<file path="src/hdl/rio_pkg.sv">
// Package for the range image outlier mask: word types, the job record passed
// from the front end to the evaluator, and sizing constants. No dependencies.
package rio_pkg;

  // Largest band width the column counter supports.
  localparam int unsigned MaxColumns = 256;
  // Width of a column index and of the band width register.
  localparam int unsigned ColW = 9;
  // The column counter saturates here, past any judged column.
  localparam int unsigned CountCap = MaxColumns + 3;
  // Depth of the job queue between front and back and its pointer width.
  localparam int unsigned QueueDepth = 4;
  localparam int unsigned QueuePtrW = $clog2(QueueDepth);

  typedef logic [15:0] sample_t;
  typedef logic [ColW-1:0] col_t;

  // Configuration register indexes.
  typedef enum logic [1:0] {
    CFG_BAND_WIDTH = 2'd0,
    CFG_NEAR_TOL   = 2'd1,
    CFG_MID_TOL    = 2'd2,
    CFG_FAR_TOL    = 2'd3
  } cfg_index_e;

  // One input word: a column of five range samples.
  typedef struct packed {
    sample_t sample_row0;
    sample_t sample_row1;
    sample_t sample_row2;
    sample_t sample_row3;
    sample_t sample_row4;
    logic    band_start;
  } in_word_t;

  // One output word: the verdict on a centre sample.
  typedef struct packed {
    logic keep;
    col_t column_index;
    logic band_last;
  } out_word_t;

  // Everything the evaluator needs to judge one centre sample.
  typedef struct packed {
    sample_t           centre;     // the judged sample d
    sample_t           tol;        // tolerance picked by range segment
    logic              need_side;  // segment above 2
    sample_t [2:0]     left_rows;  // rows 1..3 of the left column
    sample_t [3:0]     ctr_rows;   // rows 0, 1, 3, 4 of the centre column
    sample_t [2:0]     right_rows; // rows 1..3 of the right column
    col_t              col;
    logic              last;
  } job_t;

  // Push request from the front end into the job queue.
  typedef struct packed {
    logic valid;
    job_t job;
  } job_push_t;

endpackage

</file>
<file path="src/hdl/rio_front.sv">
// Front end of the outlier mask: configuration registers, the two-column
// window, the band column counter and job building. Uses rio_pkg.
module rio_front
  import rio_pkg::*;
(
  input  logic       clk_i,
  input  logic       rst_ni,
  input  logic       cfg_we_i,
  input  logic [1:0] cfg_index_i,
  input  logic [15:0] cfg_wdata_i,
  input  logic       accept_i,
  input  in_word_t   in_word_i,
  output job_push_t  push_o
);

  col_t    band_width_q;
  sample_t near_tol_q;
  sample_t mid_tol_q;
  sample_t far_tol_q;

  sample_t older_q [5];
  sample_t newer_q [5];
  sample_t cur [5];

  col_t    seen_q;
  col_t    seen_d;
  col_t    width;
  col_t    col;
  logic [3:0] seg_hi;
  logic    produce;

  // Configuration register file.
  always_ff @(posedge clk_i or negedge rst_ni) begin
    if (!rst_ni) begin
      band_width_q <= col_t'(MaxColumns);
      near_tol_q   <= sample_t'(128);
      mid_tol_q    <= sample_t'(200);
      far_tol_q    <= sample_t'(300);
    end else if (cfg_we_i) begin
      unique case (cfg_index_e'(cfg_index_i))
        CFG_BAND_WIDTH: band_width_q <= cfg_wdata_i[ColW-1:0];
        CFG_NEAR_TOL:   near_tol_q   <= cfg_wdata_i;
        CFG_MID_TOL:    mid_tol_q    <= cfg_wdata_i;
        CFG_FAR_TOL:    far_tol_q    <= cfg_wdata_i;
        default: ;
      endcase
    end
  end

  assign cur[0] = in_word_i.sample_row0;
  assign cur[1] = in_word_i.sample_row1;
  assign cur[2] = in_word_i.sample_row2;
  assign cur[3] = in_word_i.sample_row3;
  assign cur[4] = in_word_i.sample_row4;

  // Column counter: a band start restarts at the halo, otherwise count up and saturate.
  always_comb begin
    if (in_word_i.band_start) begin
      seen_d = col_t'(1);
    end else if (seen_q < col_t'(CountCap)) begin
      seen_d = seen_q + col_t'(1);
    end else begin
      seen_d = seen_q;
    end
  end

  // A result is due once three columns are in and the judged column is in the band.
  assign width   = (band_width_q > col_t'(MaxColumns)) ? col_t'(MaxColumns) : band_width_q;
  assign col     = seen_d - col_t'(2);
  assign produce = accept_i && (seen_d >= col_t'(3)) && (col <= width);
  assign seg_hi  = newer_q[2][15:12];

  // Build the job from the window and the arriving column.
  always_comb begin
    push_o.valid                = produce;
    push_o.job.centre           = newer_q[2];
    push_o.job.need_side        = (seg_hi > 4'd2);
    if (seg_hi <= 4'd2) begin
      push_o.job.tol = near_tol_q;
    end else if (seg_hi <= 4'd8) begin
      push_o.job.tol = mid_tol_q;
    end else begin
      push_o.job.tol = far_tol_q;
    end
    push_o.job.left_rows[0]  = older_q[1];
    push_o.job.left_rows[1]  = older_q[2];
    push_o.job.left_rows[2]  = older_q[3];
    push_o.job.ctr_rows[0]   = newer_q[0];
    push_o.job.ctr_rows[1]   = newer_q[1];
    push_o.job.ctr_rows[2]   = newer_q[3];
    push_o.job.ctr_rows[3]   = newer_q[4];
    push_o.job.right_rows[0] = cur[1];
    push_o.job.right_rows[1] = cur[2];
    push_o.job.right_rows[2] = cur[3];
    push_o.job.col           = col;
    push_o.job.last          = (col == width);
  end

  // Counter and column window advance on every accepted word.
  always_ff @(posedge clk_i or negedge rst_ni) begin
    if (!rst_ni) begin
      seen_q <= '0;
      for (int i = 0; i < 5; i++) begin
        older_q[i] <= '0;
        newer_q[i] <= '0;
      end
    end else if (accept_i) begin
      seen_q <= seen_d;
      for (int i = 0; i < 5; i++) begin
        older_q[i] <= newer_q[i];
        newer_q[i] <= cur[i];
      end
    end
  end

endmodule

</file>
<file path="src/hdl/rio_queue.sv">
// Short job queue between the front end and the evaluator, so each side can
// stall on its own. Uses rio_pkg.
module rio_queue
  import rio_pkg::*;
(
  input  logic      clk_i,
  input  logic      rst_ni,
  input  job_push_t push_i,
  output logic      full_o,
  output logic      valid_o,
  output job_t      job_o,
  input  logic      pop_i
);

  job_t                 mem_q [QueueDepth];
  logic [QueuePtrW-1:0] wr_ptr_q;
  logic [QueuePtrW-1:0] rd_ptr_q;
  logic [QueuePtrW:0]   count_q;
  logic                 do_push;
  logic                 do_pop;

  assign full_o  = (count_q == (QueuePtrW+1)'(QueueDepth));
  assign valid_o = (count_q != '0);
  assign job_o   = mem_q[rd_ptr_q];
  assign do_push = push_i.valid && !full_o;
  assign do_pop  = pop_i && valid_o;

  // Entry storage.
  always_ff @(posedge clk_i) begin
    if (do_push) begin
      mem_q[wr_ptr_q] <= push_i.job;
    end
  end

  // Pointers and fill count.
  always_ff @(posedge clk_i or negedge rst_ni) begin
    if (!rst_ni) begin
      wr_ptr_q <= '0;
      rd_ptr_q <= '0;
      count_q  <= '0;
    end else begin
      if (do_push) begin
        wr_ptr_q <= wr_ptr_q + 1'b1;
      end
      if (do_pop) begin
        rd_ptr_q <= rd_ptr_q + 1'b1;
      end
      if (do_push && !do_pop) begin
        count_q <= count_q + 1'b1;
      end else if (do_pop && !do_push) begin
        count_q <= count_q - 1'b1;
      end
    end
  end

endmodule

</file>
<file path="src/hdl/rio_back.sv">
// Evaluator of the outlier mask: neighbor compares, counts and the keep rule,
// with a registered output word. Uses rio_pkg.
module rio_back
  import rio_pkg::*;
(
  input  logic      clk_i,
  input  logic      rst_ni,
  input  logic      job_valid_i,
  input  job_t      job_i,
  output logic      pop_o,
  output logic      out_valid_o,
  output out_word_t out_word_o,
  input  logic      out_stall_i
);

  function automatic logic in_tol(sample_t x, sample_t d, sample_t tol);
    sample_t diff;
    diff = (x > d) ? (x - d) : (d - x);
    return (diff <= tol);
  endfunction

  logic       valid;
  logic       v0, v1, v3, v4;
  logic [2:0] cnt;
  logic [1:0] side;
  logic [1:0] outer;
  logic [2:0] neib;
  logic       side_ok, strong_hit, weak_hit, pass, keep;
  logic       out_valid_q;
  out_word_t  out_word_q;

  // Compare each neighbor against the centre sample.
  always_comb begin
    valid = (job_i.centre != '0);
    v0    = in_tol(job_i.ctr_rows[0], job_i.centre, job_i.tol);
    v1    = in_tol(job_i.ctr_rows[1], job_i.centre, job_i.tol);
    v3    = in_tol(job_i.ctr_rows[2], job_i.centre, job_i.tol);
    v4    = in_tol(job_i.ctr_rows[3], job_i.centre, job_i.tol);
    neib  = '0;
    for (int i = 0; i < 3; i++) begin
      neib = neib + 3'(in_tol(job_i.left_rows[i], job_i.centre, job_i.tol))
                  + 3'(in_tol(job_i.right_rows[i], job_i.centre, job_i.tol));
    end
  end

  // Counts and the keep decision.
  always_comb begin
    cnt        = 3'(v0) + 3'(v1) + 3'(valid) + 3'(v3) + 3'(v4);
    side       = 2'(v1) + 2'(v3);
    outer      = 2'(v0) + 2'(v4);
    side_ok    = (side >= 2'(job_i.need_side));
    strong_hit = side_ok && (cnt > 3'd2);
    weak_hit   = side_ok && (cnt <= 3'd2);
    pass       = ((4'(neib) + 4'(side)) >= 4'd1)
              || (job_i.last && side_ok)
              || ((3'(outer) + 3'(side)) >= 3'd2);
    keep       = valid && (strong_hit || (weak_hit && pass));
  end

  // Output register loads whenever it is empty or being taken.
  assign pop_o = job_valid_i && (!out_valid_q || !out_stall_i);

  always_ff @(posedge clk_i or negedge rst_ni) begin
    if (!rst_ni) begin
      out_valid_q <= 1'b0;
    end else if (pop_o) begin
      out_valid_q <= 1'b1;
    end else if (!out_stall_i) begin
      out_valid_q <= 1'b0;
    end
  end

  always_ff @(posedge clk_i) begin
    if (pop_o) begin
      out_word_q.keep         <= keep;
      out_word_q.column_index <= job_i.col;
      out_word_q.band_last    <= job_i.last;
    end
  end

  assign out_valid_o = out_valid_q;
  assign out_word_o  = out_word_q;

endmodule

</file>
<file path="src/hdl/range_image_outlier_mask.sv">
// Range image outlier mask. One column word of five range samples is taken per
// clock; after the halo column and one more column of a band, each new word
// yields one verdict on the centre sample of the previous column, up to the
// configured band width. A verdict's job enters the job queue as its column is
// taken, and the compare stage loads it into the output register as it leaves the
// queue. Sustained rate is one word per cycle; the input stalls only when the
// four-entry job queue is full, which happens only while the output side stalls.
// Write configuration only while the block is idle.
// Depends on rio_pkg, rio_front, rio_queue and rio_back.
module range_image_outlier_mask
  import rio_pkg::*;
(
  input  logic       clk_i,
  input  logic       rst_ni,
  input  logic       cfg_we_i,
  input  logic [1:0] cfg_index_i,
  input  logic [15:0] cfg_wdata_i,
  input  logic       in_valid_i,
  output logic       in_stall_o,
  input  in_word_t   in_word_i,
  output logic       out_valid_o,
  input  logic       out_stall_i,
  output out_word_t  out_word_o
);

  logic      accept;
  logic      q_full;
  logic      q_valid;
  logic      q_pop;
  job_t      q_job;
  job_push_t push;

  assign in_stall_o = q_full;
  assign accept     = in_valid_i && !q_full;

  rio_front u_front (
    .clk_i       (clk_i),
    .rst_ni      (rst_ni),
    .cfg_we_i    (cfg_we_i),
    .cfg_index_i (cfg_index_i),
    .cfg_wdata_i (cfg_wdata_i),
    .accept_i    (accept),
    .in_word_i   (in_word_i),
    .push_o      (push)
  );

  rio_queue u_queue (
    .clk_i   (clk_i),
    .rst_ni  (rst_ni),
    .push_i  (push),
    .full_o  (q_full),
    .valid_o (q_valid),
    .job_o   (q_job),
    .pop_i   (q_pop)
  );

  rio_back u_back (
    .clk_i       (clk_i),
    .rst_ni      (rst_ni),
    .job_valid_i (q_valid),
    .job_i       (q_job),
    .pop_o       (q_pop),
    .out_valid_o (out_valid_o),
    .out_word_o  (out_word_o),
    .out_stall_i (out_stall_i)
  );

endmodule

</file>
<file path="config.mk">
export PLATFORM = sky130hd
export DESIGN_NAME = range_image_outlier_mask
export DESIGN_NICKNAME = d
export VERILOG_FILES = /design/src/hdl/rio_pkg.sv /design/src/hdl/rio_front.sv /design/src/hdl/rio_queue.sv /design/src/hdl/rio_back.sv /design/src/hdl/range_image_outlier_mask.sv
export SDC_FILE = /design/constraint.sdc
export NUM_CORES = 2
export LEC_CHECK = 0
export BUFFER_PORTS_ARGS = -buffer_cell sky130_fd_sc_hd__buf_4
export CAP_MARGIN = 20
export CORE_ASPECT_RATIO = 0.9
export CORE_UTILIZATION = 23
export DETAILED_ROUTE_END_ITERATION = 12
export HOLD_SLACK_MARGIN = 0.1
export PLACE_DENSITY = 0.4
export SLEW_MARGIN = 15
export SYNTH_ARGS = -nofsm -noshare
export SYNTH_HDL_FRONTEND = slang
export SYNTH_SLANG_ARGS = --single-unit
</file>
<file path="constraint.sdc">
create_clock -name clk_i -period 10.58 [get_ports clk_i]
set_input_delay 2.116 -clock clk_i [delete_from_list [all_inputs] [get_ports clk_i]]
set_output_delay 2.116 -clock clk_i [all_outputs]
set_load 0.005 [all_outputs]
</file>
==> results.tsv <==
metric	value	unit
status	complete, no violations	
clk root buf	clkbuf_16	
Num CTS Buffers	112	
top post-synthesis cells by area	edfxtp_1 44%, ha_1 11%, dfrtp_1 8.5%	
Worst Path Max Fanout	24	
Hold Path End	u_queue.mem_q[0][133]	
hold crit path type	reg -> reg	
maxcap violations	0	
fin. max-slew vios	0	
clk sink count	1025	
Placed Cells	7508	
Die X	526	µm
clock insertion delay at the later pin of the skew report	780	ps
GPL Wtd Cong	0.866	
htree depth	3	
fin cells	7723	
most frequent cells after synthesis	823 x edfxtp_1, 495 x ha_1, 268 x inv_1	
fmax	0.107	GHz
most frequent cell after synthesis	edfxtp_1	
Hold Buf Count CTS	0	
initial core utilization	23.2	%
RR Endpoint	u_back.out_word_o[10]	
via count	36000	
first-pass GRT wire length	262000	µm
Cell variety after synth	81	
final worst path period share	88.5	%
grt ovf	0	
hold_sp	u_front.push_o[133]	
Post CTS Setup Buffer Count	0	
Worst setup SP type	flip-flop	
Crit path required time	11080	ps
Synthesized Nets	4882	
largest family of logic cells by synthesized area	multiplexers	
min Tclk post-route	9360	ps
fraction of synthesized area in multiplexers	13.4	%
FF-to-FF Start	u_queue.rd_ptr_q[0]	
DRC errors left	0	
cell mode on critical path	a21o_1	
path depth of the worst reg2reg path	31	
CP Capture Type	flip-flop	
I/O pin cnt	117	
WHS	475	ps
Area Growth Syn to Fin	15.5	%
WS Path Type	reg -> reg	
Placement Cell Area	61900	µm²
worst hold stages	0	
layout cells sized above 1	18.6	%
vias in the first global route	37000	
YS warnings	0	
CTS tree	done	
unrepaired setup endpoints after global routing	false	
Post-Syn Area	56800	µm²
sequential area share after synthesis	52.5	%
Post-synth EDFFs	823	
GRT Resource Usage Total	14.3	%
Max clock buf depth	3	
fillers	25100	
clock-pin slew on the worst setup and hold paths	60	ps
endpoints failing hold	0	
total negative slack	0	ps
Post-Syn Instances	4256	
Synth Area in XOR/XNOR	2.34	%
setup violators final	0	
post-route ant nets	0	
IO buf count	116	
post-synthesis adder-cell area fraction	11.9	%
DR pass1 iterations	5	
slew of the pin with the lowest slew margin	1050	ps
reg2reg setup slack	1220	ps
Main synth FF type	edfxtp_1	
skew final	76.5	ps
post-synth top area share	43.5	%
Slew headroom	28.9	%
1st-iter DRT viols	2643	
Cell Rows	172	
Vias/cell	4.66	
Synth Area per Inst	13.3	µm²
initial antenna violation count	21	
nets	5029	
cell taking the most area after synthesis	edfxtp_1	
final HPWL from detailed placement	124000	µm
Synth Area in Compound Gates	10.9	%
DR WL/cell	23.3	µm
WP data arrival	9870	ps
Finished Cell Area	65600	µm²
#FFs+latches synth	1025	
slowest stage delay, CP	730	ps
Routed WL	180000	µm
Die Ht	473	µm
number of gates resized after cts	0	
core area	245000	µm²
largest net degree at the start of global routing	94	
Synth async-reset ratio	19.7	%
simple-gate share of the synthesized area	6.02	%
critical path's slowest cell	a21o_1	
full die area	249000	µm²
==> sequential cells by signal (all words and copies together), names as in the netlist <==
register	flops
u_queue.mem_q	812
u_back.out_word_o	11
u_front.mid_tol_q	16
u_back.out_valid_o	1
u_queue.rd_ptr_q	2
u_front.band_width_q	9
u_queue.count_q	3
u_front.seen_q	9
u_front.push_o	128
u_front.far_tol_q	16
u_queue.wr_ptr_q	2
u_front.near_tol_q	16
==> per-layer routing <==
| layer | up-vias | global-route usage (%) | part of all wire, % |
|---|---|---|---|
| li1 | 16500 | - | - |
| met1 | 18400 | 20.3 | 48 |
| met2 | 800 | 22.5 | 45 |
| met3 | 205 | 2.52 | 4.6 |
| met4 | 10 | 3.58 | 2.4 |
| met5 | - | 0 | 0.033 |
==> area by class of cell <==
cell class                      instances  area [µm²]  share of cell area (%)
Inverter                              269        1010                    1.54
Timing Repair Buffer                  209        1730                    2.63
Multi-Input combinational cell       2786       25400                    38.7
Clock inverter                         39         440                   0.672
Antenna cell                            3        7.51                  0.0115
Tap cell                             3219        4030                    6.14
Sequential cell                      1025       29800                    45.4
Clock buffer                          173        3200                    4.89
==> worst max-delay path by stage <==
stage | end | slack (ps) | cells past startpoint | start
floorplan | u_queue.mem_q[2][0] | 580 | 12 | in_word_i[0]
global placement | u_back.out_word_o[10] | 1160 | 31 | u_queue.rd_ptr_q[0]
detailed placement | u_back.out_word_o[10] | 1200 | 31 | u_queue.rd_ptr_q[0]
CTS | u_back.out_word_o[10] | 1130 | 31 | u_queue.rd_ptr_q[0]
global route | u_back.out_word_o[10] | 660 | 31 | u_queue.rd_ptr_q[0]
finish | u_back.out_word_o[10] | 1220 | 31 | u_queue.rd_ptr_q[0]
==> stage by stage <==
step	setup WS, ps	utilization, %
global route	659	26.8
floorplan	583	-
global placement	1160	25.3
finish	1220	26.8
detailed placement	1200	25.3
CTS	1130	26.8
==> kinds of logic after synthesis <==
family | Yosys count
XOR/XNOR | 152
flip-flops | 1025
AO/OA/AOI/OAI | 946
multiplexers | 480
adder cells (fa/ha/maj) | 522
buffers and inverters | 445
AND/OR/NAND/NOR | 686
==> placed cells by master (no fill, tap or decap), types with 18 or more instances in the layout <==
| master | synthesis | routed |
|---|---|---|
| o21bai_1 | 20 | 20 |
| o21a_1 | 65 | 65 |
| nand2_1 | 175 | 175 |
| o211ai_1 | 30 | 30 |
| and3_1 | 18 | 18 |
| o21ai_0 | 166 | 166 |
| a21oi_1 | 240 | 236 |
| buf_4 | 0 | 196 |
| mux4_2 | 203 | 203 |
| nand4_1 | 66 | 66 |
| xnor2_1 | 82 | 82 |
| nand3_1 | 48 | 48 |
| inv_1 | 268 | 268 |
| fa_1 | 27 | 27 |
| a211oi_1 | 23 | 22 |
| nor3_1 | 57 | 57 |
| dfrtp_1 | 193 | 191 |
| o31ai_1 | 22 | 22 |
| a21o_1 | 204 | 204 |
| xor2_1 | 70 | 70 |
| mux2i_1 | 65 | 65 |
| mux2_2 | 211 | 211 |
| nor2_1 | 156 | 156 |
| nor2b_1 | 54 | 54 |
| ha_1 | 495 | 495 |
| a31oi_1 | 31 | 31 |
| clkbuf_16 | 0 | 114 |
| edfxtp_1 | 823 | 823 |
| clkbuf_1 | 135 | 46 |
==> critical path, delay by kind of cell (launching register included) <==
kind                       cells  cell delay [ps]
buffers and inverters          6             1440
AOI/OAI and AO/OA             10             2230
muxes                          2              890
and+or+nand+nor                6             1410
adders and majority gates      6             2220
xor gates and xnor gates       1               90
DFF                            1              680
Power is left out: the tool's default activity adds up to more than one toggle a clock period on the data nets, which glitch-free logic cannot reach.
